==> src/rtl/dcm_pkg.sv <==
package dcm_pkg;

   // Quotient bits produced by one divider row (one bit per cell).
   localparam int unsigned QuoBits = 16;
   // Width of divisor and partial remainder in the divider cells.
   localparam int unsigned DenBits = 24;
   localparam int unsigned CoeffBits = 16;
   localparam int unsigned FieldBits = 24;
   localparam int unsigned CsrIndexBits = 3;

   // Register indexes of the configuration port.
   localparam logic [CsrIndexBits-1:0] RegBaseCoeff = 3'd0;
   localparam logic [CsrIndexBits-1:0] RegPeakCoeff = 3'd1;
   localparam logic [CsrIndexBits-1:0] RegRiseStart = 3'd2;
   localparam logic [CsrIndexBits-1:0] RegPeakMach  = 3'd3;
   localparam logic [CsrIndexBits-1:0] RegFallEnd   = 3'd4;

   // Flags that ride along with an item through the pipeline.
   typedef struct packed {
      logic bypass;  // result is the base coefficient
      logic sat;     // Mach quotient saturates
      logic fall;    // item lies on the falling segment
   } side_type;

   // Data handed from one divider cell to the next.
   typedef struct packed {
      logic                 valid;
      logic [DenBits-1:0]   rem;
      logic [DenBits-1:0]   den;
      logic [QuoBits-1:0]   num;
      logic [QuoBits-1:0]   quo;
      side_type             side;
   } div_type;

endpackage

==> src/rtl/dcm_div_cell.sv <==
module dcm_div_cell (
   input  logic              clock,
   input  logic              reset,
   input  logic              en,
   input  dcm_pkg::div_type  cell_in,
   output dcm_pkg::div_type  cell_out
);

   logic [dcm_pkg::DenBits:0] trial;
   logic                      take;
   dcm_pkg::div_type          stage_in;
   dcm_pkg::div_type          stage_ff;

   // One restoring step: shift in the next dividend bit, subtract if it fits.
   always_comb begin
      trial = {cell_in.rem, cell_in.num[dcm_pkg::QuoBits-1]};
      take  = trial >= {1'b0, cell_in.den};
      stage_in     = cell_in;
      stage_in.rem = take ? dcm_pkg::DenBits'(trial - {1'b0, cell_in.den})
                          : trial[dcm_pkg::DenBits-1:0];
      stage_in.num = {cell_in.num[dcm_pkg::QuoBits-2:0], 1'b0};
      stage_in.quo = {cell_in.quo[dcm_pkg::QuoBits-2:0], take};
   end

   always_ff @(posedge clock) begin
      if (reset) begin
         stage_ff.valid <= 1'b0;
      end else if (en) begin
         stage_ff <= stage_in;
      end
   end

   assign cell_out = stage_ff;

endmodule

==> src/rtl/dcm_div_row.sv <==
module dcm_div_row (
   input  logic              clock,
   input  logic              reset,
   input  logic              en,
   input  dcm_pkg::div_type  row_in,
   output dcm_pkg::div_type  row_out
);

   dcm_pkg::div_type links [0:dcm_pkg::QuoBits];

   assign links[0] = row_in;

   // A chain of cells, each resolving one quotient bit per beat.
   for (genvar i = 0; i < dcm_pkg::QuoBits; i++) begin : g_cell
      dcm_div_cell u_cell (
         .clock    (clock),
         .reset    (reset),
         .en       (en),
         .cell_in  (links[i]),
         .cell_out (links[i+1])
      );
   end

   assign row_out = links[dcm_pkg::QuoBits];

endmodule

==> config.mk <==
export PLATFORM = sky130hd
export DESIGN_NAME = dcm_div_row
export DESIGN_NICKNAME = d
export VERILOG_FILES = /design/src/rtl/dcm_pkg.sv /design/src/rtl/dcm_div_cell.sv /design/src/rtl/dcm_div_row.sv
export SDC_FILE = /design/constraint.sdc
export NUM_CORES = 2
export LEC_CHECK = 0
export ABC_CLOCK_PERIOD_IN_PS = 145300
export BUFFER_PORTS_ARGS = -buffer_cell sky130_fd_sc_hd__buf_2
export CAP_MARGIN = 30
export CORE_MARGIN = 2
export CORE_UTILIZATION = 50
export DETAILED_ROUTE_END_ITERATION = 10
export PLACE_DENSITY = 0.66
export SLEW_MARGIN = 5
export SYNTH_ARGS = -nofsm -noshare
export SYNTH_HDL_FRONTEND = slang
export SYNTH_SLANG_ARGS = --single-unit
==> constraint.sdc <==
create_clock -name clock -period 145.3 [get_ports clock]
set_clock_uncertainty 0.2 [all_clocks]
set_input_delay 14.53 -clock clock [delete_from_list [all_inputs] [get_ports clock]]
set_output_delay 14.53 -clock clock [all_outputs]
set_load 0.05 [all_outputs]
After elaboration in Yosys (flattened, before gate mapping)
Index checks and enable logic that the tools add are counted.
{"block": "totals", "ff_bits": 1088, "latch_bits": 0, "ramBits": 0, "mem_bits_ro": 0, "in_bits": 87, "elab_cells": 177, "mem_count": 0}
{"block": "op_classes", "add_sub_neg": 16, "mul": 0, "div": 0, "n_lt_le_gt_ge": 16, "n_eq_ne": 0, "shift": 0, "mux": 16, "n_bitwise": 1, "reduce_logical": 1}
{"cell": "$ge A25 B24 Y1", "n": 16}
{"cell": "$mux W24", "n": 16}
{"cell": "$sub A24 B24 Y24", "n": 16}
{"cell": "$reduce_and A2 Y1", "n": 1}
{"cell": "$not A1 Y1", "n": 1}

Depth between registers and ports, before layout
{"block": "depth", "word_depth": 2, "mapped_depth": 15, "mapped_depth_nobuf": 13}

Modules after synthesis
From an unflattened synthesis, not the netlist that was laid out.
{"block": "unflattened", "cells_unflattened": 5792, "area_unflattened_um2": 69665.6}
{"mod": "dcm_div_cell (g_cell[11].u_cell ...)", "n_inst": 11, "cells_each": 363, "area_per_inst_um2": 4411.7, "seq_area_each_um2": 2482.4}
{"mod": "dcm_div_cell (g_cell[0].u_cell ...)", "n_inst": 4, "cells_each": 365, "area_per_inst_um2": 4247.8, "seq_area_each_um2": 2482.4}
{"mod": "dcm_div_cell (g_cell[10].u_cell)", "n_inst": 1, "cells_each": 339, "area_per_inst_um2": 4145.2, "seq_area_each_um2": 2482.4}

Worst setup path after synthesis
OpenSTA, ideal clock, no wires.
{"block": "synth_path", "kind": "input port to flip-flop", "start": "in en", "end": "reg g_cell[0].u_cell.stage_ff, in the netlist g_cell[0].u_cell.cell_out[0], enable pin", "setup_time_ns": 2.650, "arrival_ns": 62.198, "required_ns": 142.450, "setup_slack_ns": 80.252, "stages": 3, "n_path_buf": 2, "path_cell_list": "clkbuf_1 -> clkbuf_1 -> nor2b_1"}
{"block": "synth_via", "elab_chain_len": 1}
{"item": "start, declared", "line_no": "dcm_div_row.sv:4", "rtl": "input logic en,"}
{"item": "$reduce_and A2 Y1 (no line)"}
{"item": "end signal, assigned", "line_no": "dcm_div_cell.sv:29", "rtl": "stage_ff <= stage_in;"}
{"item": "end, declared", "line_no": "dcm_div_cell.sv:12", "rtl": "dcm_pkg::div_type stage_ff;"}
No other way between the ends.
A chain may end at the register's enable or synchronous reset.

Worst setup path in the final report
{"block": "layout_path", "start": "in en", "end": "reg g_cell[10].u_cell.stage_ff, in the netlist g_cell[10].u_cell.cell_out[5], enable pin"}
{"block": "layout_via", "elab_chain_len": 1}
{"item": "$reduce_and A2 Y1 (no line)"}
{"item": "end signal, assigned", "line_no": "dcm_div_cell.sv:29"}
{"item": "end, declared", "line_no": "dcm_div_cell.sv:12"}
No other way between the ends.

==> impl_metrics.csv <==
group,metric,value,unit
run_status,status,"finished, final reports clean",
clocking,cts-root-buf,"clkbuf_16",
timing,rsz0062_at_grt,"false",
timing,fmaxAchievable,53.2,MHz
global_route,antenna_found_initial,2,
final_layout,largest_register_ffs,1088,
clocking,cts_resized,0,
global_route,busiest_layer,"met2",
worst_setup_path,cp.arrival,18.93,ns
timing,min_period,18.80,ns
synthesis,async_flop_share,0,%
detailed_routing,ant_nets,0,
worst_hold_path,hp-class,"flop to flop",
worst_setup_path,crit_chain,"buf_2 -> nor2b_4 -> buf_4 -> buf_12 -> buf_4 -> buf_12 -> buf_4",
floorplanning,num_rows,123,
detailed_routing,drt_iter0_markers,2127,
synthesis,synthTopCellsByArea,"edfxtp_1 57%, ha_1 8.5%, inv_1 3.2%",
placed_design,hpwl,84300,um
synthesis,yosysTopAreaCell,"edfxtp_1",
synthesis,syn_area,56800,sq um
global_route,use_met2,34.0,%
floorplanning,initial_core_util,50.5,%
clocking,cts_tree,"built",
final_layout,nNetsFinal,5368,
clocking,hold_buffers,0,
floorplanning,core,112000,sq um
worst_setup_path,endpoint_kind,"flop",
detailed_routing,viasPerCell,5.43,
final_layout,final_util,56.0,%
global_route,grt_pass1_wl,183000,um
placed_design,gp_congestion,0.896,
clocking,cts_setup_buffers,0,
placed_design,port-buffer-count,138,
timing,relSlewSlack,16.8,%
floorplanning,die_x,341,um
floorplanning,fp.dieArea,116000,sq um
global_route,grt_max_degree,194,
global_route,grt_use_met1,26.0,%
global_route,gr-usage-met3,2.60,%
final_layout,multi_input_area,22100,sq um
final_layout,regArea,32500,sq um
power,ir_drop,0.0105,mV
worst_setup_path,critPathSlowestCell,"buf_4",
final_layout,n_antenna_cell,0,
synthesis,synth_top_area_share,56.7,%
timing,period_share,12.9,%
detailed_routing,wire_per_inst,17.7,um
placed_design,placed_cell_area,59200,sq um
placed_design,dpl.cell_count,6262,
timing,setup_violations,0,
power,p_leak,25.1,nW
synthesis,synth_seq_area_share,57.3,%
timing,max_slew.worst_pin.slew,1.25,ns
floorplanning,fp.dieH,341,um
detailed_routing,routed_wl,115000,um
clocking,htreeDepth,3,
final_layout,layout_commonest_cell,"edfxtp_1",
timing,fin_setup_tns,0,ns
clocking,cts.sinks,1088,
clocking,cts_buffer_depth,3,
final_layout,drive_gt1_share,11.3,%
synthesis,synth_edf_count,1072,
final_layout,fin_area,63000,sq um
run,max_cap_violations,0,
timing,finalHoldViolCount,0,
global_route,grt_pass1_vias,34100,
synthesis,syn_area_per_cell,12.1,sq um
global_route,grt_usage,19.6,%
synthesis,synth_ff_type,"edfxtp_1",
synthesis,synth_warnings,0,
clocking,cts_buffers,116,
worst_setup_path,crit_type,"input port to flop",
final_layout,fillers,9516,
detailed_routing,dr.pass1.iters,7,
worst_setup_path,start_kind,"input port",
global_route,overflow,0,
worst_setup_path,crit_fanout,175,
worst_setup_path,cpMostUsedCell,"buf_4",
floorplanning,ios,171,
final_layout,final_cell_mix,"1,072 x edfxtp_1, 477 x inv_1, 384 x ha_1, 337 x a21oi_1, 305 x nand2_1",
worst_setup_path,critical_path_required,145.43,ns
synthesis,synth.distinct_cells,95,
worst_setup_path,slowest_delay,0.84,ns
clocking,insertion_delay,0.72,ns
power,power_density,13.2,nW/um^2
clocking,clk_pin_slew,0.06,ns
detailed_routing,vias,35200,
timing,drv_slew,0,
final_layout,synthToLayoutAreaGrowth,10.9,%
detailed_routing,drc,0,
synthesis,syn_inst,4685,
final_layout,instances_no_fill,6480,
synthesis,synth_seq_cells,1088,
## routing by layer
metal,wire length [um],vias to the layer above
met1,51100,16800
met4,2730,4
met2,57100,582
met3,3680,172
met5,18,-
li1,-,17600
## logic make-up after synthesis
| logic type | Yosys count | synth area share, % |
|---|---|---|
| compound gates | 1146 | 12.8 |
| flops | 1088 | 57.3 |
| simple gates | 963 | 7.97 |
| other cells | 1 | 0.00661 |
| buf+inv | 583 | 4.11 |
| fa+ha+maj | 400 | 9.03 |
| mux | 205 | 4.17 |
| xor+xnor | 299 | 4.61 |
## final cells by class
cell class	count	share of cell area (%)
sequential	1088	51.6
multi-input combinational	3029	35.0
clock buffer	137	4.74
tap	1500	2.98
inverter	478	2.85
timing repair buffer	168	1.58
clock inverter	80	1.19
## through the flow
stage | worst slack, ns | total power (W) | hold WS [ns]
global route | 125.96 | 0.000874 | 0.219
detailed placement | 125.55 | 0.000551 | 0.205
finish | 126.50 | 0.000833 | 0.213
CTS | 126.33 | 0.000842 | 0.211
global placement | 125.64 | 0.000548 | 0.200
floorplan | 80.25 | 0.000536 | 0.200
## worst paths after layout
check                                                    from                       endpoint  slack [ns]  depth (start not counted)
worst max register to register  g_cell[4].u_cell.cell_out[36]  g_cell[5].u_cell.cell_out[73]      141.03                         12
worst min-delay path            g_cell[10].u_cell.cell_out[3]  g_cell[11].u_cell.cell_out[4]        0.21                          0
worst max-delay path                                       en  g_cell[10].u_cell.cell_out[5]      126.50                          7
worst min register to register  g_cell[10].u_cell.cell_out[3]  g_cell[11].u_cell.cell_out[4]        0.21                          0
## synth_stat cells (10+ instances only)
library cell  instances
edfxtp_1           1072
inv_1               477
ha_1                384
a21oi_1             338
nand2_1             305
o21ai_0             287
nor2_1              269
xnor2_1             177
a21o_1              158
mux2_2              136
xor2_1              122
clkbuf_1             64
nand3_1              63
nor2b_1              55
nand4_1              54
o21a_1               53
nor3_1               52
nand2b_1             47
a31oi_1              42
o21bai_1             39
mux2i_1              35
and3_1               33
o31ai_1              30
mux2_4               27
a211oi_1             21
o31a_1               21
buf_4                19
dfxtp_1              16
fa_1                 16
buf_2                15
nor4_1               14
and2_1               13
o21ai_1              13
or2_2                13
o211ai_1             11
or3_1                11
a211o_1              10
o41ai_1              10
## power by group
part           switching, W  internal [W]  total, W
Clock              0.000122      0.000166  0.000288
Combinational     0.0000912     0.0000683  0.000160
Sequential        0.0000113      0.000374  0.000385
Total              0.000224      0.000609  0.000833
## worst max-delay path: cells and delay by family
| family | cells | cell delay, ns |
|---|---|---|
| buffers and inverters | 6 | 3.89 |
| AND/OR/NAND/NOR | 1 | 0.27 |
(Power assumes the default switching activity.)
