<file path="config.mk">
export PLATFORM = sky130hd
export DESIGN_NAME = dcm_blend
export DESIGN_NICKNAME = d
export VERILOG_FILES = /design/src/rtl/dcm_pkg.sv /design/src/rtl/dcm_blend.sv
export SDC_FILE = /design/constraint.sdc
export NUM_CORES = 2
export LEC_CHECK = 0
export BUFFER_PORTS_ARGS = -buffer_cell sky130_fd_sc_hd__buf_2
export CAP_MARGIN = 15
export CORE_UTILIZATION = 65
export DETAILED_ROUTE_END_ITERATION = 6
export PLACE_DENSITY = 0.94
export SYNTH_ARGS = -nofsm -noshare
export SYNTH_HDL_FRONTEND = slang
export SYNTH_SLANG_ARGS = --single-unit
</file>
<file path="constraint.sdc">
create_clock -name clock -period 9.35 [get_ports clock]
set_input_delay 0.4675 -clock clock [delete_from_list [all_inputs] [get_ports clock]]
set_output_delay 0.4675 -clock clock [all_outputs]
set_load 0.005 [all_outputs]
</file>
<file path="src/rtl/dcm_pkg.sv">
package dcm_pkg;

   // Quotient bits produced by one divider row (one bit per cell).
   localparam int unsigned QuoBits = 16;
   // Width of divisor and partial remainder in the divider cells.
   localparam int unsigned DenBits = 24;
   localparam int unsigned CoeffBits = 16;
   localparam int unsigned FieldBits = 24;
   localparam int unsigned CsrIndexBits = 3;

   // Register indexes of the configuration port.
   localparam logic [CsrIndexBits-1:0] RegBaseCoeff = 3'd0;
   localparam logic [CsrIndexBits-1:0] RegPeakCoeff = 3'd1;
   localparam logic [CsrIndexBits-1:0] RegRiseStart = 3'd2;
   localparam logic [CsrIndexBits-1:0] RegPeakMach  = 3'd3;
   localparam logic [CsrIndexBits-1:0] RegFallEnd   = 3'd4;

   // Flags that ride along with an item through the pipeline.
   typedef struct packed {
      logic bypass;  // result is the base coefficient
      logic sat;     // Mach quotient saturates
      logic fall;    // item lies on the falling segment
   } side_type;

   // Data handed from one divider cell to the next.
   typedef struct packed {
      logic                 valid;
      logic [DenBits-1:0]   rem;
      logic [DenBits-1:0]   den;
      logic [QuoBits-1:0]   num;
      logic [QuoBits-1:0]   quo;
      side_type             side;
   } div_type;

endpackage

</file>
<file path="src/rtl/dcm_blend.sv">
module dcm_blend (
   input  logic                              clock,
   input  logic                              reset,
   input  logic                              en,
   input  dcm_pkg::div_type                  pos_in,
   input  logic [dcm_pkg::CoeffBits-1:0]     base_coeff,
   input  logic [dcm_pkg::CoeffBits-1:0]     peak_coeff,
   output logic                              res_valid,
   output logic [dcm_pkg::CoeffBits-1:0]     res_value
);

   logic              a_valid_ff, b_valid_ff, c_valid_ff, d_valid_ff;
   dcm_pkg::side_type a_side_ff, b_side_ff, c_side_ff, d_side_ff;
   logic [15:0]       a_t_ff;
   logic [31:0]       a_t2_ff, b_t2_ff;
   logic [47:0]       b_t3_ff;
   logic [15:0]       c_s_ff, c_diff_ff;
   logic              c_up_ff, d_up_ff;
   logic [31:0]       d_prod_ff;

   logic [49:0]       poly;
   logic [15:0]       coeff_a, coeff_b, c_s_in, c_diff_in, d_part;
   logic              c_up_in;

   // Smoothstep 3t^2 - 2t^3 and the direction of the blend.
   always_comb begin
      poly = {1'b0, b_t2_ff, 17'b0} + {2'b0, b_t2_ff, 16'b0} - {1'b0, b_t3_ff, 1'b0};
      c_s_in = poly[47:32];
      coeff_a = b_side_ff.fall ? peak_coeff : base_coeff;
      coeff_b = b_side_ff.fall ? base_coeff : peak_coeff;
      c_up_in = coeff_b >= coeff_a;
      c_diff_in = c_up_in ? coeff_b - coeff_a : coeff_a - coeff_b;
   end

   // Valid bits of the four stages.
   always_ff @(posedge clock) begin
      if (reset) begin
         a_valid_ff <= 1'b0;
         b_valid_ff <= 1'b0;
         c_valid_ff <= 1'b0;
         d_valid_ff <= 1'b0;
      end else if (en) begin
         a_valid_ff <= pos_in.valid;
         b_valid_ff <= a_valid_ff;
         c_valid_ff <= b_valid_ff;
         d_valid_ff <= c_valid_ff;
      end
   end

   // Payload: square, cube, smoothstep, product.
   always_ff @(posedge clock) begin
      if (en) begin
         a_side_ff <= pos_in.side;
         a_t_ff    <= pos_in.quo;
         a_t2_ff   <= pos_in.quo * pos_in.quo;
         b_side_ff <= a_side_ff;
         b_t2_ff   <= a_t2_ff;
         b_t3_ff   <= a_t2_ff * a_t_ff;
         c_side_ff <= b_side_ff;
         c_s_ff    <= c_s_in;
         c_diff_ff <= c_diff_in;
         c_up_ff   <= c_up_in;
         d_side_ff <= c_side_ff;
         d_up_ff   <= c_up_ff;
         d_prod_ff <= c_diff_ff * c_s_ff;
      end
   end

   // Final add or subtract from the segment's starting coefficient; bypass items take the base coefficient.
   always_comb begin
      d_part = d_prod_ff[31:16];
      if (d_side_ff.bypass) begin
         res_value = base_coeff;
      end else if (d_up_ff) begin
         res_value = (d_side_ff.fall ? peak_coeff : base_coeff) + d_part;
      end else begin
         res_value = (d_side_ff.fall ? peak_coeff : base_coeff) - d_part;
      end
   end

   assign res_valid = d_valid_ff;

endmodule

</file>
Word-level counts from Yosys, hierarchy flattened
Cells that the tools add are included.
Widths: inputs -> output; s select.
{"block": "totals", "ff_bits": 205, "out_inout_bits": 17, "elab_cells": 37, "in_bits": 119}
{"block": "op_classes", "mul": 3, "mux": 6, "magnitude_cmp": 1, "add_sub_neg": 6}
{"operator": "$mux 16", "n": 6}
{"operator": "$mul 16x16->32", "n": 2}
{"operator": "$add 48x48->48", "n": 1}
{"operator": "$sub 16x16->16", "n": 3}
{"operator": "$sub 48x48->48", "n": 1}
{"operator": "$mul 32x16->47", "n": 1}
{"operator": "$add 16x16->16", "n": 1}
{"operator": "$ge 16x16->1", "n": 1}

Logic depth before layout (Yosys ltp)
{"block": "logic_depth", "depth_word": 4, "mapped_depth": 24, "mapped_depth_nobuf": 23}

Worst setup path before layout
OpenSTA, ideal clock, no wires.
{"block": "synth_timing", "kind": "flip-flop to flip-flop", "startpoint": "register a_t2_ff[12]", "endpoint": "register b_t3_ff[46] (data pin)", "path_buffers": 1, "arrival_time_ps": 5956, "synth_period_minus_slack_ps": 6220, "setup_time_ps": 264, "t_required_ps": 9086, "stages_incl_launch_ff": 23, "path_slack_ps": 3130, "cell_sequence": "edfxtp_1 > clkbuf_1 > nand2_1 > fa_1 > fa_1 > fa_1 > inv_1 > fa_1 > fa_1 > inv_1 > fa_1 > inv_1 > ha_1 > a21oi_1 > o21ai_0 > nor3b_1 > a211o_1 > o21ai_0 > o31ai_1 > o211ai_1 > a21oi_1 > o211ai_1 > nand3_1"}
{"block": "synth_via", "elab_chain_len": 1}
{"element": "from (decl)", "line_no": "dcm_blend.sv:15", "text": "logic [31:0] a_t2_ff, b_t2_ff;"}
{"element": "from (signal assigned)", "line_no": "dcm_blend.sv:55", "text": "a_t2_ff <= pos_in.quo * pos_in.quo;"}
{"element": "$mul 32x16->47", "line_no": "dcm_blend.sv:58", "text": "b_t3_ff <= a_t2_ff * a_t_ff;"}
{"element": "to (signal assigned)", "line_no": "dcm_blend.sv:58"}
{"element": "to (decl)", "line_no": "dcm_blend.sv:16", "text": "logic [47:0] b_t3_ff;"}
Every way passes these cells.
A chain may end at the register's enable or synchronous reset.

Worst setup path after layout
{"block": "layout_timing", "startpoint": "register a_t_ff[8]", "endpoint": "register b_t3_ff[46] (data pin)"}
{"block": "layout_via", "elab_chain_len": 1}
{"element": "from (decl)", "line_no": "dcm_blend.sv:14", "text": "logic [15:0] a_t_ff;"}
{"element": "from (signal assigned)", "line_no": "dcm_blend.sv:54", "text": "a_t_ff <= pos_in.quo;"}
{"element": "$mul 32x16->47", "line_no": "dcm_blend.sv:58"}
Every way passes these cells.

==> results.sh <==
export IMPL_outcome="finished with violations"
export IMPL_violations="design-rule violations"
export IMPL_timing_critical_path_slowest_stage_cell="edfxtp_1"
export IMPL_finalHoldViolCount=0
export IMPL_critPathBufInv=3
export IMPL_first_iter_violations=2853
export IMPL_detailroute_via_count=31900
export IMPL_timing_final_crit_share_pct=85.5
export IMPL_path_max_fanout=31
export IMPL_area_growth_syn_to_layout_pct=3.95
export IMPL_cp_common_cell="fa_1"
export IMPL_relSlewSlack_pct=12.4
export IMPL_average_detailed_routed_wire_length_per_instance_um=19.3
export IMPL_clock_tree_root_cell="clkbuf_16"
export IMPL_cts_num_sinks=185
export IMPL_cp_cell_sequence="nand2_1 -> fa_1 -> inv_1 -> fa_1 -> fa_1 -> fa_1 -> fa_1 -> inv_1 -> fa_1 -> inv_1 -> ha_1 -> a21oi_1 -> nor2_1 -> nor3b_1 -> nand3_1 -> o21ai_0 -> o31ai_1 -> o211ai_1 -> a21oi_1 -> o211ai_1 -> nand3_1"
export IMPL_cts_inserted_buffers=17
export IMPL_num_io_pins=136
export IMPL_yosys_register_bits=185
export IMPL_hold_ws_ns=0.129
export IMPL_most_frequently_used_cell_type_in_the_post_synthesis_netlist="inv_1"
export IMPL_final_seq_area_um2=5520
export IMPL_dpl_hpwl_mm=80.1
export IMPL_pin_slew_with_the_least_headroom_to_its_limit_ns=1.31
export IMPL_overflow=0
export IMPL_min_period_ns=7.99
export IMPL_overall_routed_net_length_mm=104
export IMPL_post_cts_hold_buffer_count=0
export IMPL_detailed_route_vias_per_instance=5.95
export IMPL_total_global_route_track_usage_pct=33.9
export IMPL_remaining_drc_errors=12
export IMPL_data_arrival_time_of_the_worst_path_ns=8.25
export IMPL_synth_enable_flop_cells=181
export IMPL_finalClockSkew_ns=0.0124
export IMPL_min_to="a_side_ff[0]$_DFFE_PP_"
export IMPL_max_clock_path_buffers=2
export IMPL_finalSetupTns_ns=0
export IMPL_setup_violations=0
export IMPL_multi_input_comb_area_um2=31500
export IMPL_critPathKind="reg -> reg"
export IMPL_route_antenna_remaining_nets=0
export IMPL_insertion_delay_ns=0.51
export IMPL_achievable_frequency_mhz=125
export IMPL_synth_top_area_share_pct=38.2
export IMPL_r2r_start="a_t_ff[8]$_DFFE_PP_"
export IMPL_timing_hold_worst_start="pos_in[0]"
export IMPL_postCtsSetupBuffers=0
export IMPL_maxCapViolations=0
export IMPL_post_synth_main_area_contributors="fa_1 38%, edfxtp_1 13%, ha_1 11%"
export IMPL_syn_avg_cell_area_um2=9.18
export IMPL_post_synth_instance_area_um2=41700
export IMPL_drive_gt1_share_pct=3.48
export IMPL_distinct_cell_type_count_of_the_synthesized_netlist=81
export IMPL_floorplan_die_area_um2=65200
export IMPL_timing_reg2reg_setup_slack_ns=1.36
export IMPL_yosys_top_cells_count="1080 x inv_1, 796 x fa_1, 627 x nand2_1, 369 x ha_1, 346 x and2_1"
export IMPL_setup_worst_path_end_class="flop"
export IMPL_grt_start_max_net_pins=127
export IMPL_count_of_port_buffers_added_during_placement=70
export IMPL_worstHoldPathType="in -> reg"
export IMPL_whs_path_depth=1
export IMPL_global_route_wire_length_before_repair_mm=171
export IMPL_tritoncts="built"
export IMPL_critical_path_reg2reg_endpoint="b_t3_ff[46]$_DFFE_PP_"
export IMPL_htreeDepth=4
export IMPL_die_y_um=255
export IMPL_rsz0062_at_grt="no"
export IMPL_synth_async_sr_flop_share_pct=0
export IMPL_initial_core_util_pct=66.0
export IMPL_setup_worst_path_start="a_t_ff[8]$_DFFE_PP_"
export IMPL_coreArea_um2=63200
export IMPL_drt_pass1_iterations=7
export IMPL_antenna_violations_before_repair=3
export IMPL_ys_dominant_reg_cell="edfxtp_1"
export IMPL_number_of_cell_instances_on_the_worst_register_to_register_path=21
export IMPL_rows=92
export IMPL_startpoint_type="flop"
export IMPL_syn_inst=4542
export IMPL_synth_largest_area_cell="fa_1"
export IMPL_slowest_cell_delay_on_critical_path_ns=1.22
export IMPL_finalMaxSlewViolations=0
export IMPL_path_clk_slew_ns=0.07
export IMPL_grt_pass1_vias=35400
export IMPL_required_time_at_the_worst_slack_endpoint_ns=9.60
export IMPL_nNetsFinal=5785
export IMPL_part_of_the_yosys_area_used_for_sequential_elements_pct=13.2
export IMPL_filler_cell_count=4152
export IMPL_cts_repair_resized=0
export IMPL_number_of_warning_messages_in_the_yosys_log=0
export IMPL_dieWidth_um=255
export IMPL_critical_path_top_delay_family="adder cells"
export IMPL_final_gp_congestion=0.930
[routing by layer]
metal  up-vias  GRT usage, %  wire (µm)  share of wire, %
li1      13700             -          -                 -
met1     15600          37.4      35300                34
met2      1964          58.5      51600                50
met3       604          7.88       9910               9.6
met4         0          22.3       6760               6.5
met5         -             0          0                 0
[final cells by class]
cell class / instances / share of cell area (%)
multi-input cells: 3122 / 72.7
flip-flops and latches: 185 / 12.7
inverters: 1081 / 9.36
well taps: 846 / 2.44
repair buffers: 94 / 1.39
clock buffers: 19 / 1.02
clock inverters: 13 / 0.312
diodes: 3 / 0.0173
[metrics by stage]
step | instance area (µm²) | instances | utilization, % | setup slack [ns]
detailed placement | 42700 | 5323 | 67.5 | 1.66
finish | 43300 | 5363 | 68.6 | 1.36
global route | 43300 | 5363 | 68.6 | 1.09
CTS | 43200 | 5355 | 68.4 | 1.52
floorplan | 41700 | 4548 | - | 3.13
global placement | 42700 | 5323 | 67.5 | 1.84
[layout by cell type, fill, tap and decap left out, drive strengths merged, types with 92 or more instances in the layout]
cell type	count
edfxtp	181
inv	1087
fa	796
a21oi	124
and2	346
ha	369
o21ai	95
nor2	140
nand2	627
xnor2	102
buf	92
[worst max-delay path by stage]
stage                     cells past startpoint               endpoint
after floorplan                              22  b_t3_ff[46]$_DFFE_PP_
after global placement                       22  b_t3_ff[46]$_DFFE_PP_
after detailed placement                     22  b_t3_ff[46]$_DFFE_PP_
after CTS                                    22  b_t3_ff[46]$_DFFE_PP_
after global routing                         21  b_t3_ff[46]$_DFFE_PP_
final                                        21  b_t3_ff[46]$_DFFE_PP_
[registers in the layout, summed over array words and instances, names as in the netlist]
register	count
b_t3_ff	46
b_t2_ff	31
a_t2_ff	30
a_t_ff	16
c_diff_ff	16
c_s_ff	16
d_prod_ff	16
a_side_ff	2
b_side_ff	2
c_side_ff	2
d_side_ff	2
a_valid_ff	1
b_valid_ff	1
c_up_ff	1
c_valid_ff	1
d_up_ff	1
res_valid	1
[cell families (layout without fill, tap and decap cells)]
group                    count (synthesis)  count (layout)  synth area share (%)
AND/OR/NAND/NOR                       1317            1317                  15.2
buffers and inverters                 1241            1207                  11.2
adder cells (fa/ha/maj)               1185            1185                  49.8
AO/OA/AOI/OAI                          430             430                  6.63
flip-flops                             185             185                  13.2
XOR/XNOR                               154             154                  3.25
multiplexers                            28              28                 0.711
other                                    2              11                0.0180
Power is left out: the tool's default activity adds up to more than one toggle a clock period on the data nets, which glitch-free logic cannot reach.
